### src/assert_macros.svh
// Assertion helpers for the XTEA block cipher.
// Used by the top level only; no other dependencies.
`ifndef ASSERT_MACROS_SVH
`define ASSERT_MACROS_SVH

// Same-cycle implication, disabled during reset.
`define ASSERT_IMPLIES(label, clk, rst_n, ante, cons) \
  label: assert property (@(posedge clk) disable iff (!rst_n) (ante) |-> (cons)) \
    else $error("assertion failed");

// Next-cycle implication, disabled during reset.
`define ASSERT_NEXT(label, clk, rst_n, ante, cons) \
  label: assert property (@(posedge clk) disable iff (!rst_n) (ante) |=> (cons)) \
    else $error("assertion failed");

`endif

### src/xtea_pkg.sv
// Shared types, constants and round-constant functions for the XTEA cipher.
// No dependencies.
`timescale 1ns / 1ps

package xtea_pkg;

  localparam int WORD_W     = 32;
  localparam int ROUNDS     = 32;
  localparam int STAGES     = 2 * ROUNDS;  // one half-round per pipeline stage
  localparam int NUM_KEYS   = 4;
  localparam int KEY_IDX_W  = 2;
  localparam int CFG_IDX_W  = 8;

  localparam logic [WORD_W-1:0] DELTA_NEG = 32'h61C8_8647;
  localparam logic [WORD_W-1:0] DELTA     = 32'h0 - DELTA_NEG;  // 0x9E3779B9

  localparam logic OP_ENCRYPT = 1'b0;
  localparam logic OP_DECRYPT = 1'b1;

  typedef logic [NUM_KEYS-1:0][WORD_W-1:0] key_t;

  typedef struct packed {
    logic              op;
    logic [WORD_W-1:0] v0;
    logic [WORD_W-1:0] v1;
  } stage_t;

  // Running sum used by half-round k; n = number of delta steps taken so far.
  function automatic logic [WORD_W-1:0] enc_sum(input int k);
    logic [WORD_W-1:0] n_w;
    n_w = WORD_W'((k + 1) >> 1);
    return n_w * DELTA;
  endfunction

  function automatic logic [WORD_W-1:0] dec_sum(input int k);
    logic [WORD_W-1:0] n_w;
    n_w = WORD_W'(ROUNDS - ((k + 1) >> 1));
    return n_w * DELTA;
  endfunction

endpackage

### src/xtea_key_regs.sv
// Key register file written through the configuration channel.
// Depends on xtea_pkg.
`timescale 1ns / 1ps

module xtea_key_regs
  import xtea_pkg::*;
(
  input  logic                 clk,
  input  logic                 rst_n,
  input  logic                 cfg_valid,
  output logic                 cfg_ready,
  input  logic [CFG_IDX_W-1:0] cfg_index,
  input  logic [WORD_W-1:0]    cfg_data,
  output key_t                 key
);

  key_t key_r;

  assign cfg_ready = 1'b1;
  assign key       = key_r;

  // writes to an index past the key words are dropped
  always_ff @(posedge clk) begin
    if (!rst_n) begin
      key_r <= '0;
    end else if (cfg_valid && (cfg_index < CFG_IDX_W'(NUM_KEYS))) begin
      key_r[cfg_index[KEY_IDX_W-1:0]] <= cfg_data;
    end
  end

endmodule

### config.mk
export PLATFORM = sky130hd
export DESIGN_NAME = xtea_key_regs
export DESIGN_NICKNAME = d
export VERILOG_FILES = /design/src/assert_macros.svh /design/src/xtea_pkg.sv /design/src/xtea_key_regs.sv
export SDC_FILE = /design/constraint.sdc
export NUM_CORES = 1
export LEC_CHECK = 0
export ABC_AREA = 1
export BUFFER_PORTS_ARGS = -buffer_cell sky130_fd_sc_hd__clkbuf_2
export CORE_MARGIN = 2
export CORE_UTILIZATION = 45
export CTS_CLUSTER_DIAMETER = 30
export DETAILED_ROUTE_END_ITERATION = 8
export PLACE_DENSITY_LB_ADDON = 0.3
export SETUP_SLACK_MARGIN = 0.4
export SLEW_MARGIN = 30
export SYNTH_ARGS = -nofsm -noshare
export SYNTH_HDL_FRONTEND = slang
export SYNTH_SLANG_ARGS = --single-unit
### constraint.sdc
create_clock -name clk -period 2.09 [get_ports clk]
set_input_delay 0.3135 -clock clk [delete_from_list [all_inputs] [get_ports clk]]
set_output_delay 0.3135 -clock clk [all_outputs]
set_load 0.02 [all_outputs]
* Word level (Yosys, flattened, before mapping) *
Cells that the tools add are included.

word-level totals
  output and inout port bits = 129
  flip-flop bits (word level) = 128
  input port bits = 43
  logic and storage cells = 12

cells by class
  order comparisons = 3
  mux-type cells = 3
  reductions and logical operators = 2

operator list
  kind                  count
  $bwmux W128           1
  $demux W32 S2         1
  $mux W32              1
  $lt A8 B3 Y1 const B  1
  $lt A2 B3 Y1 const B  1
  $ge A2 B1 Y1 const B  1
  $logic_and A1 B1 Y1   2

* Longest topological paths before layout *
  depth after elaboration = 5
  gate-level depth with buffers = 8
  mapped depth without buffers = 6

* Least setup slack after synthesis *
Ideal clock, no wire load.

  path kind = input to register
  start point = in cfg_index[2]
  end point = reg key_r (netlist bit key[14])
  path slack = 0.914 ns
  buffers on the path = 2
  required time = 1.975 ns
  cell stages on the path = 8
  arrival time = 1.061 ns
  setup time = 0.115 ns
  cells stage by stage = nor2_1 -> nand2_1 -> nor2_2 -> buf_4 -> buf_4 -> nand3_1 -> nand2_1 -> nor2_1

on the way
  word-level cells in the longest chain between the ends = 2

RTL lines
  item                           line                 RTL
  start, declared                xtea_key_regs.sv:12  input logic [CFG_IDX_W-1:0] cfg_index,
  $lt A8 B3 Y1                   xtea_key_regs.sv:26  end else if (cfg_valid && (cfg_index < CFG_IDX_W'(NUM_KEYS))) begin
  $logic_and A1 B1 Y1            xtea_key_regs.sv:26
  end signal, assigned by index  xtea_key_regs.sv:27  key_r[cfg_index[KEY_IDX_W-1:0]] <= cfg_data;
  end, declared                  xtea_key_regs.sv:17  key_t key_r;

Every way passes these cells.
A chain may end at the register's enable or synchronous reset.

* Worst setup path after layout *
  start point = reg key_r (netlist bit key[127])
  end point = out key[127] (netlist bit)

RTL lines
  item           line                 RTL
  end, declared  xtea_key_regs.sv:14  output key_t key

No word-level cell between the ends.

==> metrics.md <==
| Metric | Value |
|---|---|
| Place WS | 0.488 ns |
| Clock Pin Slew Worst Setup and Hold Paths | 0.06 ns |
| Global-route wire length before repair | 22,100 µm |
| Reg2Reg Launch Point | key[11] |
| Unrepaired setup endpoints after global routing | false |
| Tmin final | 1.27 ns |
| Sequential cell area fraction in the yosys report | 47.5% |
| Clock tree from TritonCTS | built |
| Final setup vio count | 0 |
| Data arrival time of the worst path | 0.96 ns |
| Slew @ Worst Pin | 0.545 ns |
| Post-route DRC | 0 |
| Cell with the largest stage delay on the worst path | dfxtp_1 |
| Endpoint type of the worst setup path | output pin |
| Status | finished, final reports clean |
| Cell depth of the worst hold path | 5 |
| Beginning of the worst hold path | cfg_data[13] |
| Total negative setup slack | 0 ns |
| Placer Congestion | 0.833 |
| Worst reg2reg setup slack | 1.46 ns |
| Number of global-route vias before repair | 4,402 |
| Antenna-violating nets left | 0 |
| Post-synthesis average cell area | 7.16 µm² |
| Number of pins with negative max-slew slack in the final report | 0 |
| Count of mapped cells out of synthesis | 753 |
| Number of synthesized register bits | 128 |
| Max-slew headroom | 63.7% |
| Critical path buffer and inverter count | 1 |
| Number of distinct library cells after synthesis | 14 |
| Effective utilization at floorplan | 46.6% |
| Iter 0 DRT Violations | 524 |
| Area enclosed by the die boundary | 12,900 µm² |
| GRT Resource Usage Total | 21.2% |
| Highest Clock Rate | 0.785 GHz |
| Fraction of final layout cells sized beyond drive strength 1 | 24.3% |
| Wire length reported by the detailed router | 13,900 µm |
| End point of the worst hold path | key[109] |
| Number of antenna violations at the first check in global routing | 0 |
| Hold bufs inserted after CTS | 0 |
| Sum of net half-perimeters after detailed placement | 8940 µm |
| Startpoint types | flop |
| Routed WL per cell | 13.3 µm |
| Category of the most critical setup path | reg2out |
| Class of the tightest hold or removal check | in2reg |
| CTS Root Cell | clkbuf_16 |
| Syn nets | 796 |
| Layout overhead on the synthesized area | 25.9% |
| CTS max path bufs | 2 |
| Inserted Clock Buffers | 17 |
| Number of H-tree branching levels | 4 |
| Largest register FFs | 128 |
| Die Ht | 113 µm |
| Number of fill cells in the layout | 1,156 |
| Endpoints failing hold | 0 |
| Leakage power | 3.15 nW |
| Via count | 5,308 |
| Clock insertion delay at the later pin of the skew report | 0.40 ns |
| Clock skew | 0 ns |
| Cells along the critical path | clkbuf_2 |
| Number of inserted diodes | 0 |
| Boundary Pins | 172 |
| Core area | 11,600 µm² |
| Reported max-cap violation count | 0 |
| Layout Nets | 930 |
| First-pass detailed-route iteration total | 5 |
| Pin count of the biggest net entering global routing | 140 |
| Peak supply drop | 0.403 mV |
| Die Width | 113 µm |
| Maximum cell stage delay along the critical path | 0.37 ns |
| Worst path top cell family by delay | flip-flops |
| Critical register-to-register path endpoint | key[11] |
| Remaining global-route overflow | 0 |
| Endpoint required time on the critical path | 1.78 ns |
| Number of buffers inserted by post-CTS setup repair | 0 |
| Logic depth of the worst register-to-register path | 2 |
| Cell Rows | 39 |
| Total power density per cell area | 837 nW/µm² |
| Detail-routed via count per cell | 5.09 |
| Ratio of final minimum period to clock period | 60.9% |
| Total Power Consumption | 5.68 mW |
| Netlist area before placement | 5390 µm² |
| Post-route worst setup slack | 0.816 ns |
| Number of input and output port buffers inserted | 170 |
| Clock sink count | 128 |
| Highest net fanout along the worst path | 2 |
| CTS-repair resized insts | 0 |
| Warnings from Yosys | 0 |
[power by group]
part           total, mW  switching (mW)  internal (mW)
Combinational      0.331           0.232         0.0990
Clock               2.90            1.14           1.76
Sequential          2.45         0.00316           2.45
[cells in the mapped netlist]
| master | n | area (µm²) |
|---|---|---|
| conb_1 | 1 | 3.75 |
| buf_1 | 2 | 7.51 |
| nor2_2 | 2 | 12.5 |
| nand3_1 | 128 | 641 |
| dfxtp_1 | 128 | 2560 |
| inv_2 | 1 | 3.75 |
| nor2_4 | 2 | 22.5 |
| nand2_1 | 131 | 492 |
| inv_1 | 34 | 128 |
| a21oi_1 | 128 | 641 |
| nor2_1 | 131 | 492 |
| clkbuf_1 | 11 | 41.3 |
| buf_2 | 24 | 120 |
| buf_4 | 30 | 225 |
[how the worst max path moves through the flow]
stage | startpoint | end | slack (ns) | cells past startpoint
CTS | key[127] | key[127] | 0.80 | 1
global placement | cfg_index[2] | key[26] | 0.50 | 8
floorplan | cfg_index[2] | key[14] | 0.91 | 8
finish | key[127] | key[127] | 0.82 | 1
global route | cfg_index[2] | key[96] | 0.74 | 8
detailed placement | cfg_index[2] | key[70] | 0.49 | 8
[area by class of cell]
cell class | count | area, µm² | share of cell area [%]
Timing Repair Buffer | 182 | 1020 | 15.0
Clock inverter | 15 | 159 | 2.34
Tap cell | 143 | 179 | 2.64
Clock buffer | 17 | 425 | 6.27
Sequential cell | 128 | 2560 | 37.7
Multi-Input combinational cell | 523 | 2310 | 34.1
Inverter | 35 | 131 | 1.94
[through the flow]
step                      instances  hold WS (ns)  cell area, µm²  util, %
final                          1043         0.272            6790     58.7
after global routing           1043         0.285            6790     58.7
after CTS                      1043         0.259            6790     58.7
after detailed placement       1011         0.467            6200     53.7
after global placement         1011         0.458            6200     53.7
after floorplan                 753         0.556            5390        -
[metal layers]
metal	up-vias	track usage, %	part of all wire [%]
met1	2371	30.6	47
met3	22	7.23	8.3
li1	2707	-	-
met5	-	0	0
met2	208	29.2	43
met4	0	8.21	1.8
[cells in the final DEF, fill, tap and decap left out, drive strengths merged]
master | synthesis | layout
buf | 56 | 13
nor2 | 135 | 135
clkinv | 0 | 3
clkinvlp | 0 | 6
nand3 | 128 | 128
inv | 35 | 39
conb | 1 | 1
a21oi | 128 | 128
clkbuf | 11 | 186
bufinv | 0 | 2
nand2 | 131 | 131
dfxtp | 128 | 128
[cell families (layout without fill, tap and decap cells)]
| group | Yosys count | count (layout) | share of synthesized area [%] |
|---|---|---|---|
| AND/OR/NAND/NOR | 394 | 394 | 30.8 |
| AO/OA/AOI/OAI | 128 | 128 | 11.9 |
| flip-flops | 128 | 128 | 47.5 |
| buffers and inverters | 102 | 249 | 9.75 |
| other | 1 | 1 | 0.0696 |
Power figures use the tool's default switching activity.
