File: src/assert_macros.svh
// Assertion helpers for the XTEA block cipher.
// Used by the top level only; no other dependencies.
`ifndef ASSERT_MACROS_SVH
`define ASSERT_MACROS_SVH

// Same-cycle implication, disabled during reset.
`define ASSERT_IMPLIES(label, clk, rst_n, ante, cons) \
  label: assert property (@(posedge clk) disable iff (!rst_n) (ante) |-> (cons)) \
    else $error("assertion failed");

// Next-cycle implication, disabled during reset.
`define ASSERT_NEXT(label, clk, rst_n, ante, cons) \
  label: assert property (@(posedge clk) disable iff (!rst_n) (ante) |=> (cons)) \
    else $error("assertion failed");

`endif

File: src/xtea_pkg.sv
// Shared types, constants and round-constant functions for the XTEA cipher.
// No dependencies.
`timescale 1ns / 1ps

package xtea_pkg;

  localparam int WORD_W     = 32;
  localparam int ROUNDS     = 32;
  localparam int STAGES     = 2 * ROUNDS;  // one half-round per pipeline stage
  localparam int NUM_KEYS   = 4;
  localparam int KEY_IDX_W  = 2;
  localparam int CFG_IDX_W  = 8;

  localparam logic [WORD_W-1:0] DELTA_NEG = 32'h61C8_8647;
  localparam logic [WORD_W-1:0] DELTA     = 32'h0 - DELTA_NEG;  // 0x9E3779B9

  localparam logic OP_ENCRYPT = 1'b0;
  localparam logic OP_DECRYPT = 1'b1;

  typedef logic [NUM_KEYS-1:0][WORD_W-1:0] key_t;

  typedef struct packed {
    logic              op;
    logic [WORD_W-1:0] v0;
    logic [WORD_W-1:0] v1;
  } stage_t;

  // Running sum used by half-round k; n = number of delta steps taken so far.
  function automatic logic [WORD_W-1:0] enc_sum(input int k);
    logic [WORD_W-1:0] n_w;
    n_w = WORD_W'((k + 1) >> 1);
    return n_w * DELTA;
  endfunction

  function automatic logic [WORD_W-1:0] dec_sum(input int k);
    logic [WORD_W-1:0] n_w;
    n_w = WORD_W'(ROUNDS - ((k + 1) >> 1));
    return n_w * DELTA;
  endfunction

endpackage

File: src/xtea_half_round.sv
// One XTEA half-round (update of one word) for either direction.
// Depends on xtea_pkg.
`timescale 1ns / 1ps

module xtea_half_round
  import xtea_pkg::*;
(
  input  logic              parity,
  input  logic [WORD_W-1:0] enc_sum_c,
  input  logic [WORD_W-1:0] dec_sum_c,
  input  key_t              key,
  input  stage_t            din,
  output stage_t            dout
);

  logic                 upd_v1;
  logic [WORD_W-1:0]    sum;
  logic [KEY_IDX_W-1:0] kidx;
  logic [WORD_W-1:0]    src;
  logic [WORD_W-1:0]    dst;
  logic [WORD_W-1:0]    mix;
  logic [WORD_W-1:0]    f;
  logic [WORD_W-1:0]    res;

  // encrypt even / decrypt odd update v0; the other two update v1
  assign upd_v1 = din.op ^ parity;
  assign sum    = (din.op == OP_DECRYPT) ? dec_sum_c : enc_sum_c;
  assign kidx   = upd_v1 ? sum[12:11] : sum[KEY_IDX_W-1:0];
  assign src    = upd_v1 ? din.v0 : din.v1;
  assign dst    = upd_v1 ? din.v1 : din.v0;
  assign mix    = ((src << 4) ^ (src >> 5)) + src;
  assign f      = mix ^ (sum + key[kidx]);
  assign res    = (din.op == OP_DECRYPT) ? (dst - f) : (dst + f);

  always_comb begin
    dout = din;
    if (upd_v1) begin
      dout.v1 = res;
    end else begin
      dout.v0 = res;
    end
  end

endmodule

File: config.mk
export PLATFORM = sky130hd
export DESIGN_NAME = xtea_half_round
export DESIGN_NICKNAME = d
export VERILOG_FILES = /design/src/assert_macros.svh /design/src/xtea_pkg.sv /design/src/xtea_half_round.sv
export SDC_FILE = /design/constraint.sdc
export NUM_CORES = 1
export LEC_CHECK = 0
export BUFFER_PORTS_ARGS = -buffer_cell sky130_fd_sc_hd__buf_2
export CAP_MARGIN = 25
export CORE_MARGIN = 5
export CORE_UTILIZATION = 30
export DETAILED_ROUTE_END_ITERATION = 7
export MAX_ROUTING_LAYER = met4
export PLACE_DENSITY = 0.5
export SLEW_MARGIN = 20
export SYNTH_ARGS = -nofsm -noshare
export SYNTH_HDL_FRONTEND = slang
export SYNTH_SLANG_ARGS = --single-unit
File: constraint.sdc
create_clock -name vclk -period 28.2
set_input_delay 2.82 -clock vclk [all_inputs]
set_output_delay 2.82 -clock vclk [all_outputs]
set_load 0.05 [all_outputs]
Word-level counts from Yosys, hierarchy flattened
Index checks and enable logic that the tools add are counted.
Widths: inputs -> output; s select.
Word-level totals
  register bits: 0
  input bits: 258
  output and inout bits: 65
  word-level logic and storage cells: 17
Cells by class
  $add $sub $neg: 4
  $lt $le $gt $ge: 1
  mux-type cells: 9
  bitwise gates (word level): 3
Operator list (number)
  $mux 32: 7
  $add 32x32->32: 3
  $bmux 32 s2: 1
  $sub 32x32->32: 1
  $xor 32x27->32: 1
  $xor 32x32->32: 1
  $lt 2x3->1 const B: 1
  $mux 2: 1
  $xor 1x1->1: 1

Depth between registers and ports, before layout
Gate-level depths: netlist (run 1).
  depth after elaboration: 9
  depth in mapped cells: 33
  gate-level depth less buffers: 31

Worst setup path before layout (run 1)
Ideal clock, no wire load.
  path type: input port to output port
  from: in din[64] (netlist bit)
  to: out dout[29] (netlist bit)
  arrival time: 11.140 ns
  required time: 25.380 ns
  setup slack: 14.240 ns
  cell stages on the path: 29
  buffers on the path: 2
  cell sequence: buf_1 -> mux2_2 -> mux2i_1 -> clkbuf_1 -> mux4_2 -> ha_1 -> a21o_1 -> a2111oi_4 -> a21oi_2 -> nor2b_4 -> xnor3_1 -> nor4b_4 -> nand4_4 -> or4b_2 -> o21ba_2 -> xnor2_1 -> ha_1 -> a211oi_1 -> o21bai_1 -> a31oi_1 -> o21ai_0 -> nand2_1 -> o41ai_1 -> o21a_1 -> o21ai_0 -> nand2b_1 -> a21oi_1 -> xor2_1 -> o21ai_0
RTL lines
  from (decl): line xtea_half_round.sv:12  | input stage_t din,
  to (decl): line xtea_half_round.sv:13  | output stage_t dout

==> results of run 1 <==
==> through the flow <==
step	hold slack, ns	utilization [%]	setup slack, ns	cell area (sq um)	power (mW)
after global placement	6.08	37.4	13.37	10300	1.40
after detailed placement	6.08	37.4	13.06	10300	1.40
after CTS	6.08	37.4	13.02	10300	1.41
final	6.08	37.4	13.11	10300	1.41
after floorplan	5.81	-	14.24	8300	1.09
after global routing	6.11	37.4	12.34	10300	1.53
==> cell usage after synthesis, types with 3 or more instances <==
master	instances	area share [%]
mux4_2	31	8.4
nand3_1	13	0.78
o211ai_1	11	0.99
xor2_1	43	4.5
inv_1	43	1.9
o31ai_1	7	0.63
xnor2_1	116	12
and3_1	7	0.53
nand3b_1	3	0.27
xnor3_1	4	1.1
a21boi_0	3	0.27
o21bai_1	12	1.1
nor2b_1	6	0.45
a41oi_1	3	0.32
a21o_1	34	3.1
or3_1	4	0.30
mux2_2	31	4.2
o21a_1	18	1.6
a31o_2	3	0.32
a211oi_1	6	0.54
o2111ai_1	4	0.42
nand2_1	244	11
and2_1	12	0.90
o41ai_1	4	0.42
nor2_1	67	3.0
buf_1	5	0.23
nor3_1	10	0.60
or2_2	6	0.45
clkbuf_1	37	1.7
nand4_1	13	0.98
or4_1	3	0.27
a21oi_1	109	6.6
mux2i_1	8	0.96
a31oi_1	16	1.2
o21ai_0	101	6.1
and4_1	5	0.53
nand2b_1	13	0.98
fa_1	3	0.72
ha_1	96	14
==> per-layer routing <==
layer  wire (microns)  part of all wire, %
met2            14200                   45
met4              129                 0.41
met5                0                    0
met3             1660                  5.3
met1            15500                   49
==> worst min-delay path: stages <==
cell and delay [ns]:
buf_2 0.11, nand2_1 0.05, o21ai_0 0.07, buf_2 0.21
==> area by class of cell <==
| class | count | share of cell area [%] |
|---|---|---|
| Inverter | 43 | 1.57 |
| Multi-Input combinational cell | 1105 | 77.8 |
| Tap cell | 378 | 4.59 |
| Timing Repair Buffer | 328 | 16.1 |
==> kinds of logic (layout without fill, tap and decap cells) <==
logic type,Yosys count,count (layout),share of synthesized area (%)
AO/OA/AOI/OAI,355,355,26.3
XOR/XNOR,164,164,18.2
buffers and inverters,86,371,3.93
AND/OR/NAND/NOR,417,417,22.8
adder cells (fa/ha/maj),99,99,15.2
multiplexers,70,70,13.6
==> final timing paths <==
check	startpoint	slack [ns]	depth (start not counted)	endpoint
worst min-delay path	din[48]	6.08	4	dout[48]
worst max-delay path	din[64]	13.11	31	dout[63]
==> power groups by stage <==
stage,sequential (mW),clock (mW),combinational (mW)
after floorplan,0,0,1.09
after CTS,0,0,1.41
after global placement,0,0,1.40
after detailed placement,0,0,1.40
after global routing,0,0,1.53
final,0,0,1.41
==> flow_metrics.py, run 1 <==
metrics = {
    "synthesis": {
        "syn-cell-area_sq_um": 8300,
        "synth_cells": 1191,
        "syn_avg_cell_area_sq_um": 6.97,
        "yosysSeqAreaShare_pct": 0,
        "ys_types": 69,
        "yosysWarnings": 0,
        "synth_fp_nets": 1548,
    },
    "detailed_routing": {
        "num_vias": 9593,
        "drtIter0Drc": 567,
        "viasPerCell": 5.17,
        "dr.pass1.iters": 5,
        "wire_per_inst_microns": 16.9,
        "totalWireLength_mm": 31.4,
        "drc": 0,
        "ant_nets": 0,
    },
    "timing": {
        "slew_headroom_pct": 44.1,
        "fin_crit_ns": 15.09,
        "rsz0062_at_grt": "no",
        "worst-slew-pin-transition_ns": 0.831,
        "report.final.slew_viol_count": 0,
        "max_freq_mhz": 66.3,
        "finalHoldViolCount": 0,
        "final.setup.tns_ns": 0,
        "setup_viol": 0,
        "fin_crit_sh_pct": 53.5,
    },
    "placement": {
        "gp_congestion": 0.947,
        "place_inst": 1854,
        "port-buffer-count": 323,
        "dpl.hpwl_mm": 27.6,
    },
    "setup_path": {
        "arrival_ns": 12.27,
        "crit_family": "compound AO/OA/AOI/OAI gates",
        "max_stage_delay_ns": 0.75,
        "path_buf_inv": 4,
        "crit_path_top_delay_cell": "nor4b_1",
        "crit_path_end_kind": "output pin",
        "crit_top_cell": "a21oi_1",
        "criticalPathCategory": "in -> out",
        "worstSetupStartpointType": "primary input",
        "cp.required_ns": 25.38,
        "critPathMaxFanout": 68,
    },
    "finish": {
        "diodes": 0,
        "drive_gt1_share_pct": 28.0,
        "layout_common_cells": "buf_2, nand2_1, xnor2_1",
        "area_delta_synth_final_pct": 24.0,
        "num-fill-cells": 3012,
        "multiInputGateArea_sq_um": 8010,
        "layout_commonest_cell": "buf_2",
        "seq_cells": 0,
        "regArea_sq_um": 0,
        "fin_cells": 1854,
        "layout.nets": 1835,
        "clkbuf_count": 0,
    },
    "clock_network": {
        "post_cts_buffers": 0,
        "cts_resized": 0,
        "ctsHoldBuffers": 0,
    },
    "die": {
        "start_util_pct": 30.1,
        "core-area_sq_um": 27600,
        "dieWidth_microns": 176,
        "die_area_sq_um": 31100,
        "fp.dieH_microns": 176,
        "ios": 323,
        "rows": 61,
    },
    "power": {
        "ir_drop_v": 0.0000719,
        "powerDensity_nw_per_um2": 137,
        "swShare_pct": 66.7,
        "power_switching_mw": 0.939,
        "seqPwrFrac_pct": 0,
        "clkPwrFrac_pct": 0,
        "p_comb_share_pct": 100.0,
        "p_leak_nw": 4.96,
        "intPower_mw": 0.468,
    },
    "worst_hold_path": {
        "hold_class": "in -> out",
    },
    "global_routing": {
        "grt_pass1_vias": 9486,
        "busiest_layer": "met2",
        "grtUsageMet1_pct": 28.1,
        "grt_start_max_net_pins": 69,
        "grt_pass1_wl_mm": 48.5,
        "antenna_found_initial": 0,
        "globalRouteMet2Util_pct": 31.5,
        "track_usage_pct": 19.4,
        "met3_usage_pct": 1.35,
        "grt.overflow.total": 0,
    },
    "status": {
        "outcome": "finished, final reports clean",
    },
    "job": {
        "drv_cap": 0,
    },
}
No activity file was read; power rests on OpenSTA's default activity.
==> run 2, diff against run 1 <==
- clock period: 28.2 -> 14.7 ns (I/O delays scaled with it)
==> run 2 against run 1 <==
Wire length rose by 0.90%. Worst hold slack worse by 2.7 ns. Sequential cell count unchanged. Critical endpoint unchanged. Via count is 0.29% lower. Critical path type unchanged.
==> flow_metrics.py, run 2 (same netlist as run 1, synthesis figures left out) <==
metrics = {
    "status": {
        "outcome": "finished, final reports clean",
    },
    "power": {
        "power_switching_mw": 1.81,
        "total_power_mw": 2.71,
        "intPower_mw": 0.898,
        "powerDensity_nw_per_um2": 263,
        "clkPwrFrac_pct": 0,
        "seqPwrFrac_pct": 0,
        "p_leak_nw": 4.97,
        "swShare_pct": 66.8,
        "ir_drop_v": 0.000129,
        "p_comb_share_pct": 100.0,
    },
    "placement": {
        "place_inst": 1855,
        "port-buffer-count": 323,
        "dpl.hpwl_mm": 28.1,
        "detailedPlace.worstSlack_ns": 2.54,
        "gp_congestion": 0.921,
    },
    "die": {
        "dieWidth_microns": 176,
        "core-area_sq_um": 27600,
        "ios": 323,
        "die_area_sq_um": 31100,
        "fp.dieH_microns": 176,
        "start_util_pct": 30.1,
        "rows": 61,
    },
    "timing": {
        "fin_crit_sh_pct": 82.6,
        "max_freq_mhz": 82.3,
        "report.final.slew_viol_count": 0,
        "fin_crit_ns": 12.15,
        "rsz0062_at_grt": "no",
        "worst-slew-pin-transition_ns": 0.800,
        "slew_headroom_pct": 46.2,
        "finalHoldViolCount": 0,
        "final.setup.tns_ns": 0,
        "setup_viol": 0,
        "worst_slack_ns": 2.55,
    },
    "setup_path": {
        "arrival_ns": 10.68,
        "criticalPathCategory": "in -> out",
        "path_buf_inv": 4,
        "crit_path_top_delay_cell": "nor4b_1",
        "crit_top_cell": "a21oi_1",
        "cp.required_ns": 13.23,
        "max_stage_delay_ns": 0.75,
        "crit_family": "compound AO/OA/AOI/OAI gates",
        "crit_path_end_kind": "output pin",
        "worstSetupStartpointType": "primary input",
        "critPathMaxFanout": 54,
    },
    "global_routing": {
        "grt_pass1_vias": 9428,
        "grt_start_max_net_pins": 55,
        "grt_pass1_wl_mm": 48.6,
        "grt.overflow.total": 0,
        "antenna_found_initial": 0,
        "track_usage_pct": 19.5,
    },
    "finish": {
        "layout_common_cells": "buf_2, nand2_1, xnor2_1",
        "area_delta_synth_final_pct": 24.1,
        "clkbuf_count": 0,
        "fin_util_pct": 37.4,
        "layout_commonest_cell": "buf_2",
        "drive_gt1_share_pct": 28.1,
        "multiInputGateArea_sq_um": 8010,
        "seq_cells": 0,
        "layout.nets": 1836,
        "diodes": 0,
        "regArea_sq_um": 0,
        "num-fill-cells": 3020,
        "fin_cells": 1855,
    },
    "detailed_routing": {
        "viasPerCell": 5.16,
        "totalWireLength_mm": 31.7,
        "met2WireLength_mm": 14.2,
        "ant_nets": 0,
        "num_vias": 9565,
        "highest_layer": "met4",
        "wire_per_inst_microns": 17.1,
        "dr.pass1.iters": 5,
        "drtIter0Drc": 543,
        "drt-met1-wl_mm": 15.5,
        "met3_length_mm": 1.67,
        "drc": 0,
    },
    "worst_hold_path": {
        "hold_class": "in -> out",
    },
    "clock_network": {
        "ctsHoldBuffers": 0,
        "cts_resized": 0,
        "post_cts_buffers": 0,
    },
    "job": {
        "drv_cap": 0,
    },
}
run 2: final cells by class:
class,instances,area share [%]
well taps,378,4.59
repair buffers,329,16.1
inverters,43,1.57
multi-input cells,1105,77.7
run 2: metal layers:
layer | vias up | global-route usage [%]
met2 | 314 | 31.3
met5 | - | -
li1 | 4894 | -
met4 | 0 | 1.71
met1 | 4343 | 28.3
met3 | 14 | 1.16
run 2: worst min-delay path, cell delays in order:
cell	delay, ns
buf_2	0.10
nand2_1	0.05
o21ai_0	0.07
buf_2	0.21
run 2: through the flow:
stage	hold slack, ns	cell area, sq um
floorplan	3.11	8300
global placement	3.38	10300
detailed placement	3.38	10300
CTS	3.38	10300
global route	3.40	10300
finish	3.37	10300
run 2: worst paths after layout:
check | start | end | slack [ns] | cells past startpoint
setup / recovery | din[64] | dout[63] | 2.55 | 31
hold / removal | din[18] | dout[18] | 3.37 | 4
run 2: power by group through the flow:
stage / clock (mW) / sequential [mW] / combinational, mW
after floorplan: 0 / 0 / 2.10
after global placement: 0 / 0 / 2.69
after detailed placement: 0 / 0 / 2.70
after CTS: 0 / 0 / 2.70
after global routing: 0 / 0 / 2.94
final: 0 / 0 / 2.71
==> run 3, diff against run 2 <==
- clock period: 14.7 -> 12.15 ns (I/O delays scaled with it)
==> run 3 against run 2 <==
Sequential cell count unchanged. Wire length decreased by 0.24%. Worst hold slack got worse by 0.51 ns. Via count decreased by 0.44%. First-iteration DRC count increased by 1.8%. Cell count increased by 0.16%. Critical path depth decreased by 1. Worst setup slack got worse by 1.6 ns. Largest cell class unchanged. Highest routed layer unchanged.
==> flow_metrics.py, run 3 (same netlist as run 1, synthesis figures left out) <==
metrics = {
    "status": {
        "outcome": "finished, final reports clean",
    },
    "timing": {
        "final.setup.tns_ns": 0,
        "fin_crit_ns": 11.18,
        "fin_crit_sh_pct": 92.0,
        "slew_headroom_pct": 45.9,
        "max_freq_mhz": 89.5,
        "worst-slew-pin-transition_ns": 0.804,
        "setup_viol": 0,
        "worst_slack_ns": 0.974,
        "report.final.slew_viol_count": 0,
        "finalHoldViolCount": 0,
        "rsz0062_at_grt": "no",
    },
    "die": {
        "rows": 61,
        "ios": 323,
        "core-area_sq_um": 27600,
        "dieWidth_microns": 176,
        "die_area_sq_um": 31100,
        "fp.dieH_microns": 176,
        "start_util_pct": 30.1,
    },
    "setup_path": {
        "crit_path_top_delay_cell": "nor4b_1",
        "max_stage_delay_ns": 0.69,
        "path_buf_inv": 3,
        "crit_family": "compound AO/OA/AOI/OAI gates",
        "critPathLaunch": "din[64]",
        "arrival_ns": 9.96,
        "critPathMaxFanout": 30,
        "crit_path_end_kind": "output pin",
        "worstSetupStartpointType": "primary input",
        "cp.required_ns": 10.93,
        "criticalPathCategory": "in -> out",
    },
    "detailed_routing": {
        "drc": 0,
        "dr.pass1.iters": 5,
        "wire_per_inst_microns": 17.0,
        "totalWireLength_mm": 31.6,
        "viasPerCell": 5.13,
        "num_vias": 9523,
        "drtIter0Drc": 553,
        "ant_nets": 0,
    },
    "clock_network": {
        "post_cts_buffers": 0,
        "ctsHoldBuffers": 0,
        "cts_resized": 0,
    },
    "finish": {
        "diodes": 0,
        "regArea_sq_um": 0,
        "layout_common_cells": "buf_2, nand2_1, xnor2_1",
        "seq_cells": 0,
        "layout.nets": 1839,
        "clkbuf_count": 0,
        "area_delta_synth_final_pct": 24.4,
        "drive_gt1_share_pct": 28.2,
        "layout_commonest_cell": "buf_2",
    },
    "global_routing": {
        "grt.overflow.total": 0,
        "grt_pass1_wl_mm": 49.3,
        "grt_pass1_vias": 9573,
        "track_usage_pct": 19.7,
        "grt_start_max_net_pins": 62,
        "antenna_found_initial": 0,
    },
    "placement": {
        "port-buffer-count": 323,
        "dpl.hpwl_mm": 28.2,
        "gp_congestion": 0.909,
        "detailedPlace.worstSlack_ns": 0.945,
    },
    "job": {
        "drv_cap": 0,
    },
    "power": {
        "powerDensity_nw_per_um2": 317,
        "ir_drop_v": 0.000175,
        "p_leak_nw": 4.98,
    },
    "worst_hold_path": {
        "worstHoldStart": "din[47]",
        "hold_class": "in -> out",
    },
}
run 3: metal layers:
metal  vias up  global-route usage [%]  share of wire, %
met5         -                       -                 0
met4         0                   0.967              0.53
met3        12                    1.09               5.0
met2       298                    32.5                46
met1      4321                    28.2                49
li1       4892                       -                 -
run 3: where the power goes:
| part | total, mW | switching (mW) | internal, mW |
|---|---|---|---|
| Sequential | 0 | 0 | 0 |
| Clock | 0 | 0 | 0 |
| Combinational | 3.27 | 2.18 | 1.09 |
| Total | 3.27 | 2.18 | 1.09 |
run 3: path summary, 6_finish.rpt:
path                       end  cells past startpoint
worst max-delay path  dout[31]                     30
worst min-delay path  dout[47]                      4
run 3: area by class of cell:
| cell class | count | area [sq um] |
|---|---|---|
| timing repair buffer | 332 | 1680 |
| fill | 2991 | 17200 |
| inverter | 43 | 161 |
| multi-input combinational | 1105 | 8010 |
| tap | 378 | 473 |
run 3: stage by stage:
stage	area, sq um	instances	utilization, %	hold slack (ns)	power [mW]
final	10300	1858	37.5	2.86	3.27
after global routing	10300	1858	37.5	2.89	3.56
after CTS	10300	1858	37.5	2.86	3.27
after detailed placement	10300	1858	37.5	2.86	3.26
after global placement	10300	1858	37.5	2.87	3.25
after floorplan	8300	1191	-	2.60	2.54
