===== config.mk =====
export PLATFORM = sky130hd
export DESIGN_NAME = xtea_out_buf
export DESIGN_NICKNAME = d
export VERILOG_FILES = /design/src/assert_macros.svh /design/src/xtea_pkg.sv /design/src/xtea_out_buf.sv
export SDC_FILE = /design/constraint.sdc
export NUM_CORES = 1
export LEC_CHECK = 0
export BUFFER_PORTS_ARGS = -buffer_cell sky130_fd_sc_hd__buf_2
export CORE_MARGIN = 2
export CORE_UTILIZATION = 51
export DETAILED_ROUTE_END_ITERATION = 10
export PLACE_DENSITY = 0.78
export SETUP_SLACK_MARGIN = 0.4
export SLEW_MARGIN = 20
export SYNTH_ARGS = -nofsm -noshare
export SYNTH_HDL_FRONTEND = slang
export SYNTH_SLANG_ARGS = --single-unit

===== constraint.sdc =====
create_clock -name clk -period 5.55 [get_ports clk]
set_input_delay 1.3875 -clock clk [delete_from_list [all_inputs] [get_ports clk]]
set_output_delay 1.3875 -clock clk [all_outputs]
set_load 0.02 [all_outputs]

===== src/assert_macros.svh =====
// Assertion helpers for the XTEA block cipher.
// Used by the top level only; no other dependencies.
`ifndef ASSERT_MACROS_SVH
`define ASSERT_MACROS_SVH

// Same-cycle implication, disabled during reset.
`define ASSERT_IMPLIES(label, clk, rst_n, ante, cons) \
  label: assert property (@(posedge clk) disable iff (!rst_n) (ante) |-> (cons)) \
    else $error("assertion failed");

// Next-cycle implication, disabled during reset.
`define ASSERT_NEXT(label, clk, rst_n, ante, cons) \
  label: assert property (@(posedge clk) disable iff (!rst_n) (ante) |=> (cons)) \
    else $error("assertion failed");

`endif


===== src/xtea_pkg.sv =====
// Shared types, constants and round-constant functions for the XTEA cipher.
// No dependencies.
`timescale 1ns / 1ps

package xtea_pkg;

  localparam int WORD_W     = 32;
  localparam int ROUNDS     = 32;
  localparam int STAGES     = 2 * ROUNDS;  // one half-round per pipeline stage
  localparam int NUM_KEYS   = 4;
  localparam int KEY_IDX_W  = 2;
  localparam int CFG_IDX_W  = 8;

  localparam logic [WORD_W-1:0] DELTA_NEG = 32'h61C8_8647;
  localparam logic [WORD_W-1:0] DELTA     = 32'h0 - DELTA_NEG;  // 0x9E3779B9

  localparam logic OP_ENCRYPT = 1'b0;
  localparam logic OP_DECRYPT = 1'b1;

  typedef logic [NUM_KEYS-1:0][WORD_W-1:0] key_t;

  typedef struct packed {
    logic              op;
    logic [WORD_W-1:0] v0;
    logic [WORD_W-1:0] v1;
  } stage_t;

  // Running sum used by half-round k; n = number of delta steps taken so far.
  function automatic logic [WORD_W-1:0] enc_sum(input int k);
    logic [WORD_W-1:0] n_w;
    n_w = WORD_W'((k + 1) >> 1);
    return n_w * DELTA;
  endfunction

  function automatic logic [WORD_W-1:0] dec_sum(input int k);
    logic [WORD_W-1:0] n_w;
    n_w = WORD_W'(ROUNDS - ((k + 1) >> 1));
    return n_w * DELTA;
  endfunction

endpackage


===== src/xtea_out_buf.sv =====
// Output register with a skid entry; parts pipeline advance from out_tready.
// Depends on xtea_pkg.
`timescale 1ns / 1ps

module xtea_out_buf
  import xtea_pkg::*;
(
  input  logic                  clk,
  input  logic                  rst_n,
  input  logic                  push,
  input  stage_t                push_data,
  output logic                  room,
  output logic                  out_tvalid,
  input  logic                  out_tready,
  output logic [2*WORD_W-1:0]   out_tdata
);

  logic        out_vld_r;
  logic        skid_vld_r;
  stage_t      out_r;
  stage_t      skid_r;
  logic        pop;

  assign pop        = out_vld_r && out_tready;
  assign room       = !skid_vld_r;
  assign out_tvalid = out_vld_r;
  assign out_tdata  = {out_r.v1, out_r.v0};

  always_ff @(posedge clk) begin
    if (!rst_n) begin
      out_vld_r  <= 1'b0;
      skid_vld_r <= 1'b0;
    end else if (skid_vld_r) begin
      // pipeline is held while the skid entry is full
      if (pop) begin
        skid_vld_r <= 1'b0;
      end
    end else if (push) begin
      if (!out_vld_r || pop) begin
        out_vld_r <= 1'b1;
      end else begin
        skid_vld_r <= 1'b1;
      end
    end else if (pop) begin
      out_vld_r <= 1'b0;
    end
  end

  always_ff @(posedge clk) begin
    if (skid_vld_r) begin
      if (pop) begin
        out_r <= skid_r;
      end
    end else if (push) begin
      if (!out_vld_r || pop) begin
        out_r <= push_data;
      end else begin
        skid_r <= push_data;
      end
    end
  end

endmodule


# After elaboration in Yosys (flattened, before gate mapping)
# Index checks and enable logic that the tools add are counted.
[word_totals]
regBits = 130
ramBits = 0
latchBits = 0
romBits = 0
inputBits = 69
memories = 0
[op_classes]
div_mod_pow = 0
bitwise_logic = 2
order_cmp = 0
addsub = 0
n_shift = 0
n_reduce_logical = 10
multipliers = 0
muxes = 11
n_eq_ne = 2
[ops]
columns = ["operator", "count"]
rows = [
  ["64-bit 2-to-1 mux", 4],
  ["3-bit AND reduction", 3],
  ["1-bit 2-to-1 mux", 7],
  ["2-bit nonzero test", 3],
  ["2-bit by 1-bit inequality test with 1-bit output, second input constant", 2],
  ["1-bit logical NOT", 2],
  ["1-bit inverter", 2],
  ["1-bit logical AND", 1],
  ["1-bit logical OR", 1],
]

# Longest topological paths before layout
# Gate-level depths: netlist (run 1).
[depth]
word_depth = 5
depth_mapped = 5
ltp_nobuf = 2

# Least setup slack after synthesis (run 1)
# OpenSTA, ideal clock, no wires.
[synth_path]
kind = "input-to-reg"
startpoint = "input push"
endpoint = "register out_r, in the netlist out_tdata[0], enable pin"
n_path_buf = 0
slack_ns = 0.465
arrival_ns = 4.577
required_time_ns = 5.043
path_stages = 2
path_cell_list = "mux2i_1 a21oi_1"
[synth_via]
elab_chain_len = 2
[synth_rtl]
columns = ["item", "line", "source"]
rows = [
  ["start, declared", "xtea_out_buf.sv:10", "input logic push,"],
  ["2-bit nonzero test (no source line)", "n/a", ""],
  ["3-bit AND reduction (no source line)", "n/a", ""],
  ["end signal, assigned", "xtea_out_buf.sv:52", "out_r <= skid_r;"],
  ["end signal, assigned", "xtea_out_buf.sv:56", "out_r <= push_data;"],
  ["end, declared", "xtea_out_buf.sv:20", "stage_t out_r;"],
]
# No other way between the ends.
# A chain may end at the register's enable or synchronous reset.

# Final worst setup path (run 1)
[layout_path]
startpoint = "register skid_vld_r"
endpoint = "output room"
[layout_via]
elab_chain_len = 1
[layout_rtl]
columns = ["item", "line", "source"]
rows = [
  ["start, declared", "xtea_out_buf.sv:19", "logic skid_vld_r;"],
  ["start signal, assigned", "xtea_out_buf.sv:32", "skid_vld_r <= 1'b0;"],
  ["start signal, assigned", "xtea_out_buf.sv:36", "skid_vld_r <= 1'b0;"],
  ["start signal, assigned", "xtea_out_buf.sv:42", "skid_vld_r <= 1'b1;"],
  ["1-bit logical NOT", "xtea_out_buf.sv:25", "assign room = !skid_vld_r;"],
  ["end, declared", "xtea_out_buf.sv:12", "output logic room,"],
]
# No other way between the ends.

==> results.yml, run 1 <==
clocking:
  cts_tree: "done"
  cts_hold_buf: 0
  h-tree-depth: 4
  cts_sinks: 130
  postCtsSetupRepairBufs: 0
  cts_buffers: 17
  path_clk_slew_ns: 0.06
  root_buffer: "clkbuf_8"
  cts_buffer_depth: 2
  insertion_delay_ns: 0.51
  cts_resized: 0
critical_path:
  crit_path_max_incr_delay_ns: 0.98
  path_class: "flop to output port"
  crit_required_ns: 4.16
  end_kind: "output port"
  crit_path_top_delay_cell: "dfxtp_4"
  start_kind: "flop"
  critPathMaxFanout: 69
  cp.arrival_ns: 1.85
  worstPathCellList: "inv_1 > buf_2"
timing:
  clock_skew_ns: 0.008213
  fin_crit_sh_pct: 58.34
  setup-violations-final: 0
  rsz0062_at_grt: "no"
  setup_tns_ns: 0
  hold_viol_final: 0
  timing.fmax_ghz: 0.3088
  worstMarginPinSlew_ns: 0.9614
  period_minus_slack_ns: 3.238
  drv_slew: 0
  maxSlewHeadroom_pct: 35.91
routing:
  vias: 2502
  dr.pass1.iters: 4
  via_per_inst: 5.180
  drc_errors: 0
  drtIter0Drc: 94
  wl_per_cell_um: 16.84
  route.antenna.remaining_nets: 0
  wl_um: 8132
global_route:
  grt_pass1_wl_um: 12350
  antenna_found_initial: 0
  track_usage_pct: 16.64
  overflow: 0
  grt_max_degree: 70
  grt_pass1_vias: 2405
synthesis:
  syn_area_per_cell_sq_um: 22.26
  yosys-top-cells-area: "edfxtp_1 (81%), mux2_2 (13%), mux2_4 (2.2%)"
  ys_seq_area_share_pct: 81.53
  synthAdderAreaFrac_pct: 0
  synthSimpleGateAreaFrac_pct: 0.5516
  synth_cells: 214
  synth_xor_area_share_pct: 0
  synth_compound_area_share_pct: 0.4728
  yosys_warnings: 0
  synthMuxAreaShare_pct: 15.89
  synthesis.area_sq_um: 4763
  synth_top_family_by_area: "multiplexers"
  yosys.area.top_type: "edfxtp_1"
  syn-num-nets: 283
  synth_top_area_share_pct: 80.69
  ys_types: 16
  ys_ff_latch: 130
floorplanning:
  die_y_um: 100.6
  ios: 135
  initial_core_util_pct: 52.04
  rows: 35
  core_area_sq_um: 9153
  die_w_um: 100.6
  dieArea_sq_um: 10130
pwr:
  fin_total_pwr_w: 0.002580
  seq_power_share_pct: 45.6
  p_switching_w: 0.0005624
  switching_share_pct: 21.80
  p_per_area_nw_per_um2: 417.9
  intPower_w: 0.002018
  max-vdd-ir-drop_mv: 0.2624
  cellLeakagePower_nw: 2.333
  clkPwrFrac_pct: 46.5
  p_comb_share_pct: 7.9
placement:
  port_buffers: 133
  hpwl_um: 5031
  gp_congestion: 0.6898
  post-place-cells: 451
run:
  maxCapViolations: 0
final_layout:
  syn_to_final_growth_pct: 29.60
  layout.nets: 428
  num_antenna_cells: 0
  final_cell_count_no_fill: 483
  layout_commonest_cell: "buf_2"
  drive_gt1_share_pct: 62.37
  mostFrequentLayoutCells: "buf_2 (133), edfxtp_1 (128), mux2_2 (57)"
worst_hold_path:
  hp-class: "flop to flop"
run_status:
  status: "completed"
-- cell families (layout without fill, tap and decap cells) --
| group | Yosys count | in the layout |
|---|---|---|
| AOI/OAI and AO/OA | 4 | 4 |
| and+or+nand+nor | 4 | 4 |
| DFF | 130 | 130 |
| muxes | 65 | 65 |
| buffers and inverters | 11 | 169 |
-- worst paths after layout --
path	to	startpoint	cells past startpoint	slack (ns)
hold / removal	out_tdata[27]	skid_r[59]	1	0.55
setup reg to reg	out_tdata[27]	skid_vld_r	3	2.58
hold reg to reg	out_tdata[27]	skid_r[59]	1	0.55
setup / recovery	room	skid_vld_r	2	2.31
-- cell usage after synthesis (all sizes together) --
library cell and number:
edfxtp 128, mux2 64, buf 8, inv 3, a21oi 2, dfxtp 2, a211oi 1, and4 1
mux2i 1, nand2 1, nand3b 1, nor2b 1, o21ai 1
-- critical path, delay by kind of cell, from the launching register on --
| family | cells | cell delay, ns |
|---|---|---|
| flip-flops | 1 | 0.98 |
| buffers and inverters | 2 | 0.34 |
-- power groups by stage --
| stage | Clock [W] | Sequential [W] | Combinational (W) |
|---|---|---|---|
| 6_report | 0.00120 | 0.00118 | 0.000203 |
| 5_1_grt | 0.00126 | 0.00118 | 0.000219 |
| 4_1_cts | 0.00122 | 0.00118 | 0.000207 |
| 3_5_place_dp | 0 | 0.00120 | 0.000205 |
| 3_3_place_gp | 0 | 0.00120 | 0.000200 |
| 2_1_floorplan | 0 | 0.00125 | 0.0000775 |
-- layout make-up --
class / instances / area [sq um]
multi-input combinational: 73 / 819.5
tap: 111 / 138.9
fill: 609 / 2979
clock inverter: 14 / 225.2
sequential: 130 / 3887
inverter: 3 / 11.26
clock buffer: 18 / 417.9
timing repair buffer: 134 / 673.1
-- layer usage --
layer | vias up | wire (um) | GRT usage [%]
met1 | 1226 | 3623 | 22.45
li1 | 1156 | - | -
met5 | - | 0 | 0
met2 | 98 | 3730 | 23.79
met3 | 22 | 602 | 6.588
met4 | 0 | 175 | 7.903
-- state kept, by name (all words and copies together), names as in the netlist --
register,flops
skid_r,64
skid_vld_r,1
out_tdata,64
out_tvalid,1
-- metrics by stage --
step                      utilization, %  cell area (sq um)  hold WS [ns]  setup WS [ns]
after floorplan                        -               4763        0.5231         0.4655
after global placement             60.42               5530        0.5280          2.174
after detailed placement           60.42               5530        0.5329          2.148
after CTS                          67.45               6173        0.5482          2.262
after global routing               67.45               6173        0.5624          2.158
final                              67.45               6173        0.5476          2.312
Power figures use the tool's default switching activity.
==> run 2, diff against run 1 <==
Settings changed: ABC_AREA set to 1.
Clock period 5.55 ns to 3.3 ns, I/O delays scaled along.
==> results.yml, run 2 <==
run_status:
  status: "completed"
worst_hold_path:
  hp-class: "flop to flop"
  holdPathStages: 2
  holdPathEnd: "out_tdata[43]"
  min_from: "skid_r[11]"
placement:
  gp_congestion: 0.7406
  post-place-cells: 590
  port_buffers: 133
  hpwl_um: 5363
critical_path:
  path_delay_family: "buffers and inverters"
  crit_path_top_delay_cell: "buf_4"
  path_class: "flop to output port"
  crit_path_max_incr_delay_ns: 0.55
  cp.arrival_ns: 1.72
  reg2reg_depth: 5
  end_kind: "output port"
  worst_r2r_endpoint: "out_tdata[35]"
  worstPathCellList: "inv_2 > buf_4 > buf_2"
  r2r-start: "skid_vld_r"
  start_kind: "flop"
  critPathMaxFanout: 65
  r2r_setup_slack_ns: 1.30
  cp_num_buf_inv: 3
  crit_required_ns: 2.47
global_route:
  antenna_found_initial: 1
  grtUsageMet3_pct: 6.519
  overflow: 0
  grt_pass1_wl_um: 13870
  busiest_layer: "met2"
  grt_use_met2_pct: 28.05
  met1_usage_pct: 23.30
  grt_pass1_vias: 2979
  track_usage_pct: 18.17
  grt_max_degree: 68
clocking:
  cts_buffer_depth: 2
  insertion_delay_ns: 0.50
  postCtsSetupRepairBufs: 0
  cts_sinks: 130
  h-tree-depth: 4
  root_buffer: "clkbuf_8"
  path_clk_slew_ns: 0.06
  cts_tree: "done"
  cts_buffers: 17
  cts_hold_buf: 0
  cts_resized: 0
timing:
  clock_skew_ns: 0.006497
  drv_slew: 0
  timing.fmax_ghz: 0.3933
  rsz0062_at_grt: "no"
  setup-violations-final: 0
  period_minus_slack_ns: 2.542
  setup_tns_ns: 0
  fin_crit_sh_pct: 77.04
  hold_viol_final: 0
  maxSlewHeadroom_pct: 53.65
  worstMarginPinSlew_ns: 0.6952
synthesis:
  synthesis.area_sq_um: 4795
  ys_seq_area_share_pct: 81.00
  synth_top_area_share_pct: 80.17
  synthTopCellsByCount: "nand2_1 (199), edfxtp_1 (128), buf_2 (6), buf_6 (6), nor2_1 (5)"
  synth_top_family_by_area: "simple AND/OR/NAND/NOR gates"
  synth_edf_count: 128
  yosys_warnings: 0
  yosys.area.top_type: "edfxtp_1"
  synth_compound_area_share_pct: 0.1044
  yosysMostFrequentCell: "nand2_1"
  synth_ff_type: "edfxtp_1"
  async_flop_share_pct: 0
  synthMuxAreaShare_pct: 0
  syn_area_per_cell_sq_um: 13.47
  syn-num-nets: 425
  ys_types: 12
  synth_xor_area_share_pct: 0
  synthAdderAreaFrac_pct: 0
  synth_cells: 356
  ys_ff_latch: 130
  synthSimpleGateAreaFrac_pct: 16.08
  yosys-top-cells-area: "edfxtp_1 (80%), nand2_1 (16%), buf_6 (1.4%)"
final_layout:
  multi_input_area_sq_um: 802.0
  layout_commonest_cell: "nand2_1"
  drive_gt1_share_pct: 34.25
  nFillCells: 698
  mostFrequentLayoutCells: "nand2_1 (198), buf_2 (133), edfxtp_1 (128)"
  final_cell_count_no_fill: 622
  layout.nets: 567
  syn_to_final_growth_pct: 28.18
  num_antenna_cells: 0
  seq_area_sq_um: 3885
pwr:
  max-vdd-ir-drop_mv: 0.3344
  p_per_area_nw_per_um2: 669.0
  cellLeakagePower_nw: 2.658
floorplanning:
  die_w_um: 101.0
  die_y_um: 101.0
  ios: 135
  rows: 35
  initial_core_util_pct: 52.14
  core_area_sq_um: 9196
  dieArea_sq_um: 10190
run:
  maxCapViolations: 0
routing:
  via_per_inst: 4.907
  vias: 3052
  wl_um: 8783
  drtIter0Drc: 137
  wl_per_cell_um: 14.12
  dr.pass1.iters: 5
  drc_errors: 0
  route.antenna.remaining_nets: 0
==> run 2: changes by cell type in the layout (fill, tap and decap cells not counted), sizes merged, moves of 3 or more <==
cell,previous run,this run
bufinv,5,2
mux2,64,0
buf,134,138
clkinv,2,6
nor2,0,5
nand2,1,199
==> run 2: cell families after synthesis <==
family,Yosys count
AND/OR/NAND/NOR,205
flip-flops,130
AO/OA/AOI/OAI,1
buffers and inverters,20
==> run 2: cell type report <==
cell class,instances,area share [%]
well taps,111,2.260
multi-input cells,206,13.05
repair buffers,138,11.64
clock buffers,18,6.800
inverters,5,0.5090
clock inverters,14,2.524
flip-flops and latches,130,63.21
==> run 2: where the power goes <==
group	internal [W]	switching, W	total [W]
Sequential	0.00194	0.0000263	0.00197
Clock	0.00108	0.000695	0.00178
Combinational	0.000115	0.000250	0.000365
Total	0.00314	0.000971	0.00411
==> run 2: worst max-delay path by stage <==
stage | start | to | slack, ns | depth (start not counted)
2_1_floorplan | out_tready | skid_r[0] | 0.40 | 3
3_3_place_gp | out_tready | out_tdata[9] | 1.09 | 6
3_5_place_dp | out_tready | out_tdata[12] | 1.08 | 6
4_1_cts | skid_vld_r | room | 0.74 | 3
5_1_grt | skid_vld_r | room | 0.67 | 3
6_report | skid_vld_r | room | 0.76 | 3
==> run 2: worst reg2reg max path, stage by stage, from the launching register on <==
cell     delay [ns]
dfxtp_2        0.32
buf_4          0.34
nand2_1        0.20
nand2_1        0.10
nor2_4         0.33
buf_12         0.32
==> run 2: per-stage QoR <==
| step | total power, W | setup slack (ns) | utilization [%] | cell area [sq um] | hold slack, ns |
|---|---|---|---|---|---|
| 4_1_cts | 0.004148 | 0.7405 | 66.83 | 6146 | 0.4878 |
| 3_3_place_gp | 0.002357 | 1.090 | 60.60 | 5573 | 0.4985 |
| 2_1_floorplan | 0.002219 | 0.3996 | - | 4833 | 0.4905 |
| 5_1_grt | 0.004253 | 0.6734 | 66.83 | 6146 | 0.4779 |
| 6_report | 0.004111 | 0.7575 | 66.83 | 6146 | 0.5100 |
| 3_5_place_dp | 0.002368 | 1.078 | 60.60 | 5573 | 0.5024 |
==> run 2: per-layer routing <==
metal	wire length (um)	vias up
li1	-	1486
met1	3765	1395
met2	4172	156
met3	741	13
met4	90	2
met5	13	-
==> run 3, diff against run 2 <==
Settings changed: ABC_AREA 1 to 0.
Clock period 3.3 ns to 2.6 ns, I/O delays scaled along.
==> results.yml, run 3 (synthesis results as in run 1) <==
run_status:
  status: "completed"
critical_path:
  crit_required_ns: 1.95
  crit_path_top_delay_cell: "dfxtp_4"
  r2r-start: "skid_vld_r"
  r2r_setup_slack_ns: 0.77
  crit_path_max_incr_delay_ns: 0.52
  cp.arrival_ns: 1.28
  worst_r2r_endpoint: "out_tdata[16]"
  cp-startpoint: "skid_vld_r"
  path_class: "flop to output port"
  reg2reg_depth: 2
  end_kind: "output port"
  cp_num_buf_inv: 2
  critPathMaxFanout: 20
  worstPathCellList: "inv_1 > buf_2"
  path_delay_family: "flip-flops"
  start_kind: "flop"
final_layout:
  num_antenna_cells: 0
  final_cell_count_no_fill: 486
  final_core_util_pct: 67.31
  syn_to_final_growth_pct: 29.34
  mostFrequentLayoutCells: "buf_2 (133), edfxtp_1 (128), mux2_2 (57)"
  layout_commonest_cell: "buf_2"
  layout.nets: 432
  drive_gt1_share_pct: 62.40
worst_hold_path:
  holdPathStages: 1
  hp-class: "input port to flop"
  holdPathEnd: "skid_r[20]"
  min_from: "push_data[20]"
routing:
  drtIter0Drc: 76
  wl_um: 8214
  via_per_inst: 5.105
  vias: 2481
  drc_errors: 0
  route.antenna.remaining_nets: 0
  wl_per_cell_um: 16.90
  dr.pass1.iters: 4
clocking:
  cts_buffer_depth: 2
  cts_resized: 0
  cts_sinks: 130
  cts_hold_buf: 0
  postCtsSetupRepairBufs: 0
  cts_tree: "done"
  h-tree-depth: 4
  cts_buffers: 17
  insertion_delay_ns: 0.50
  path_clk_slew_ns: 0.06
  root_buffer: "clkbuf_8"
timing:
  timing.fmax_ghz: 0.5182
  period_minus_slack_ns: 1.930
  rsz0062_at_grt: "no"
  maxSlewHeadroom_pct: 55.80
  fin_ws_ns: 0.6701
  drv_slew: 0
  setup_tns_ns: 0
  hold_viol_final: 0
  setup-violations-final: 0
  fin_crit_sh_pct: 74.23
  clock_skew_ns: 0.005770
  worstMarginPinSlew_ns: 0.6629
global_route:
  track_usage_pct: 17.04
  overflow: 0
  grt_max_degree: 51
  grt_pass1_vias: 2596
  antenna_found_initial: 0
  grt_pass1_wl_um: 12690
placement:
  post-place-cells: 455
  hpwl_um: 5375
  port_buffers: 133
  gp_congestion: 0.7177
  place_ws_ns: 0.6570
pwr:
  cellLeakagePower_nw: 2.340
  max-vdd-ir-drop_mv: 0.4780
  p_per_area_nw_per_um2: 866.2
floorplanning:
  die_y_um: 100.6
  die_w_um: 100.6
  dieArea_sq_um: 10130
  ios: 135
  initial_core_util_pct: 52.04
  core_area_sq_um: 9153
  rows: 35
run:
  maxCapViolations: 0
==> run 3: cell count changes in the layout (fill, tap and decap cells not counted), moves of 4 or more <==
cell and delta:
mux2_4 +7, mux2_2 +57, nand2_1 -197, nor2_1 -4
==> run 3: cell type report <==
cell class | count | area, sq um
Tap cell | 111 | 138.9
Clock inverter | 14 | 187.7
Multi-Input combinational cell | 73 | 818.3
Fill cell | 619 | 2992
Inverter | 3 | 11.26
Clock buffer | 17 | 414.1
Timing Repair Buffer | 138 | 703.2
Sequential cell | 130 | 3887
==> run 3: worst max-delay path by stage <==
| stage | slack, ns | endpoint | cells after the start |
|---|---|---|---|
| after CTS | 0.64 | room | 2 |
| final | 0.67 | room | 2 |
| after global placement | 0.67 | skid_r[17] | 4 |
| after global routing | 0.61 | room | 2 |
| after floorplan | 0.27 | out_tdata[0] | 5 |
| after detailed placement | 0.66 | skid_r[13] | 4 |
==> run 3: power breakdown <==
group	switching, W	internal, W
logic	0.000270	0.000185
registers	0.0000385	0.00246
clock network	0.000839	0.00155
==> run 3: layer usage <==
layer,share of wire [%],routed length (um),track usage [%],vias up
li1,-,-,-,1163
met1,42,3418,20.44,1216
met2,50,4112,27.33,90
met3,6.7,550,6.172,12
met4,1.6,133,8.430,0
met5,0,0,0,-
==> run 3: worst reg2reg max path, stage by stage (launching register included) <==
cell	delay, ns
dfxtp_4	0.52
buf_4	0.60
mux2_2	0.46
==> run 3: metrics by stage <==
step	instance area, sq um	hold slack, ns	power [W]
2_1_floorplan	4776	0.5231	0.002818
3_3_place_gp	5559	0.5272	0.002982
3_5_place_dp	5559	0.5347	0.003001
4_1_cts	6161	0.3073	0.005395
5_1_grt	6161	0.3070	0.005518
6_report	6161	0.3307	0.005337
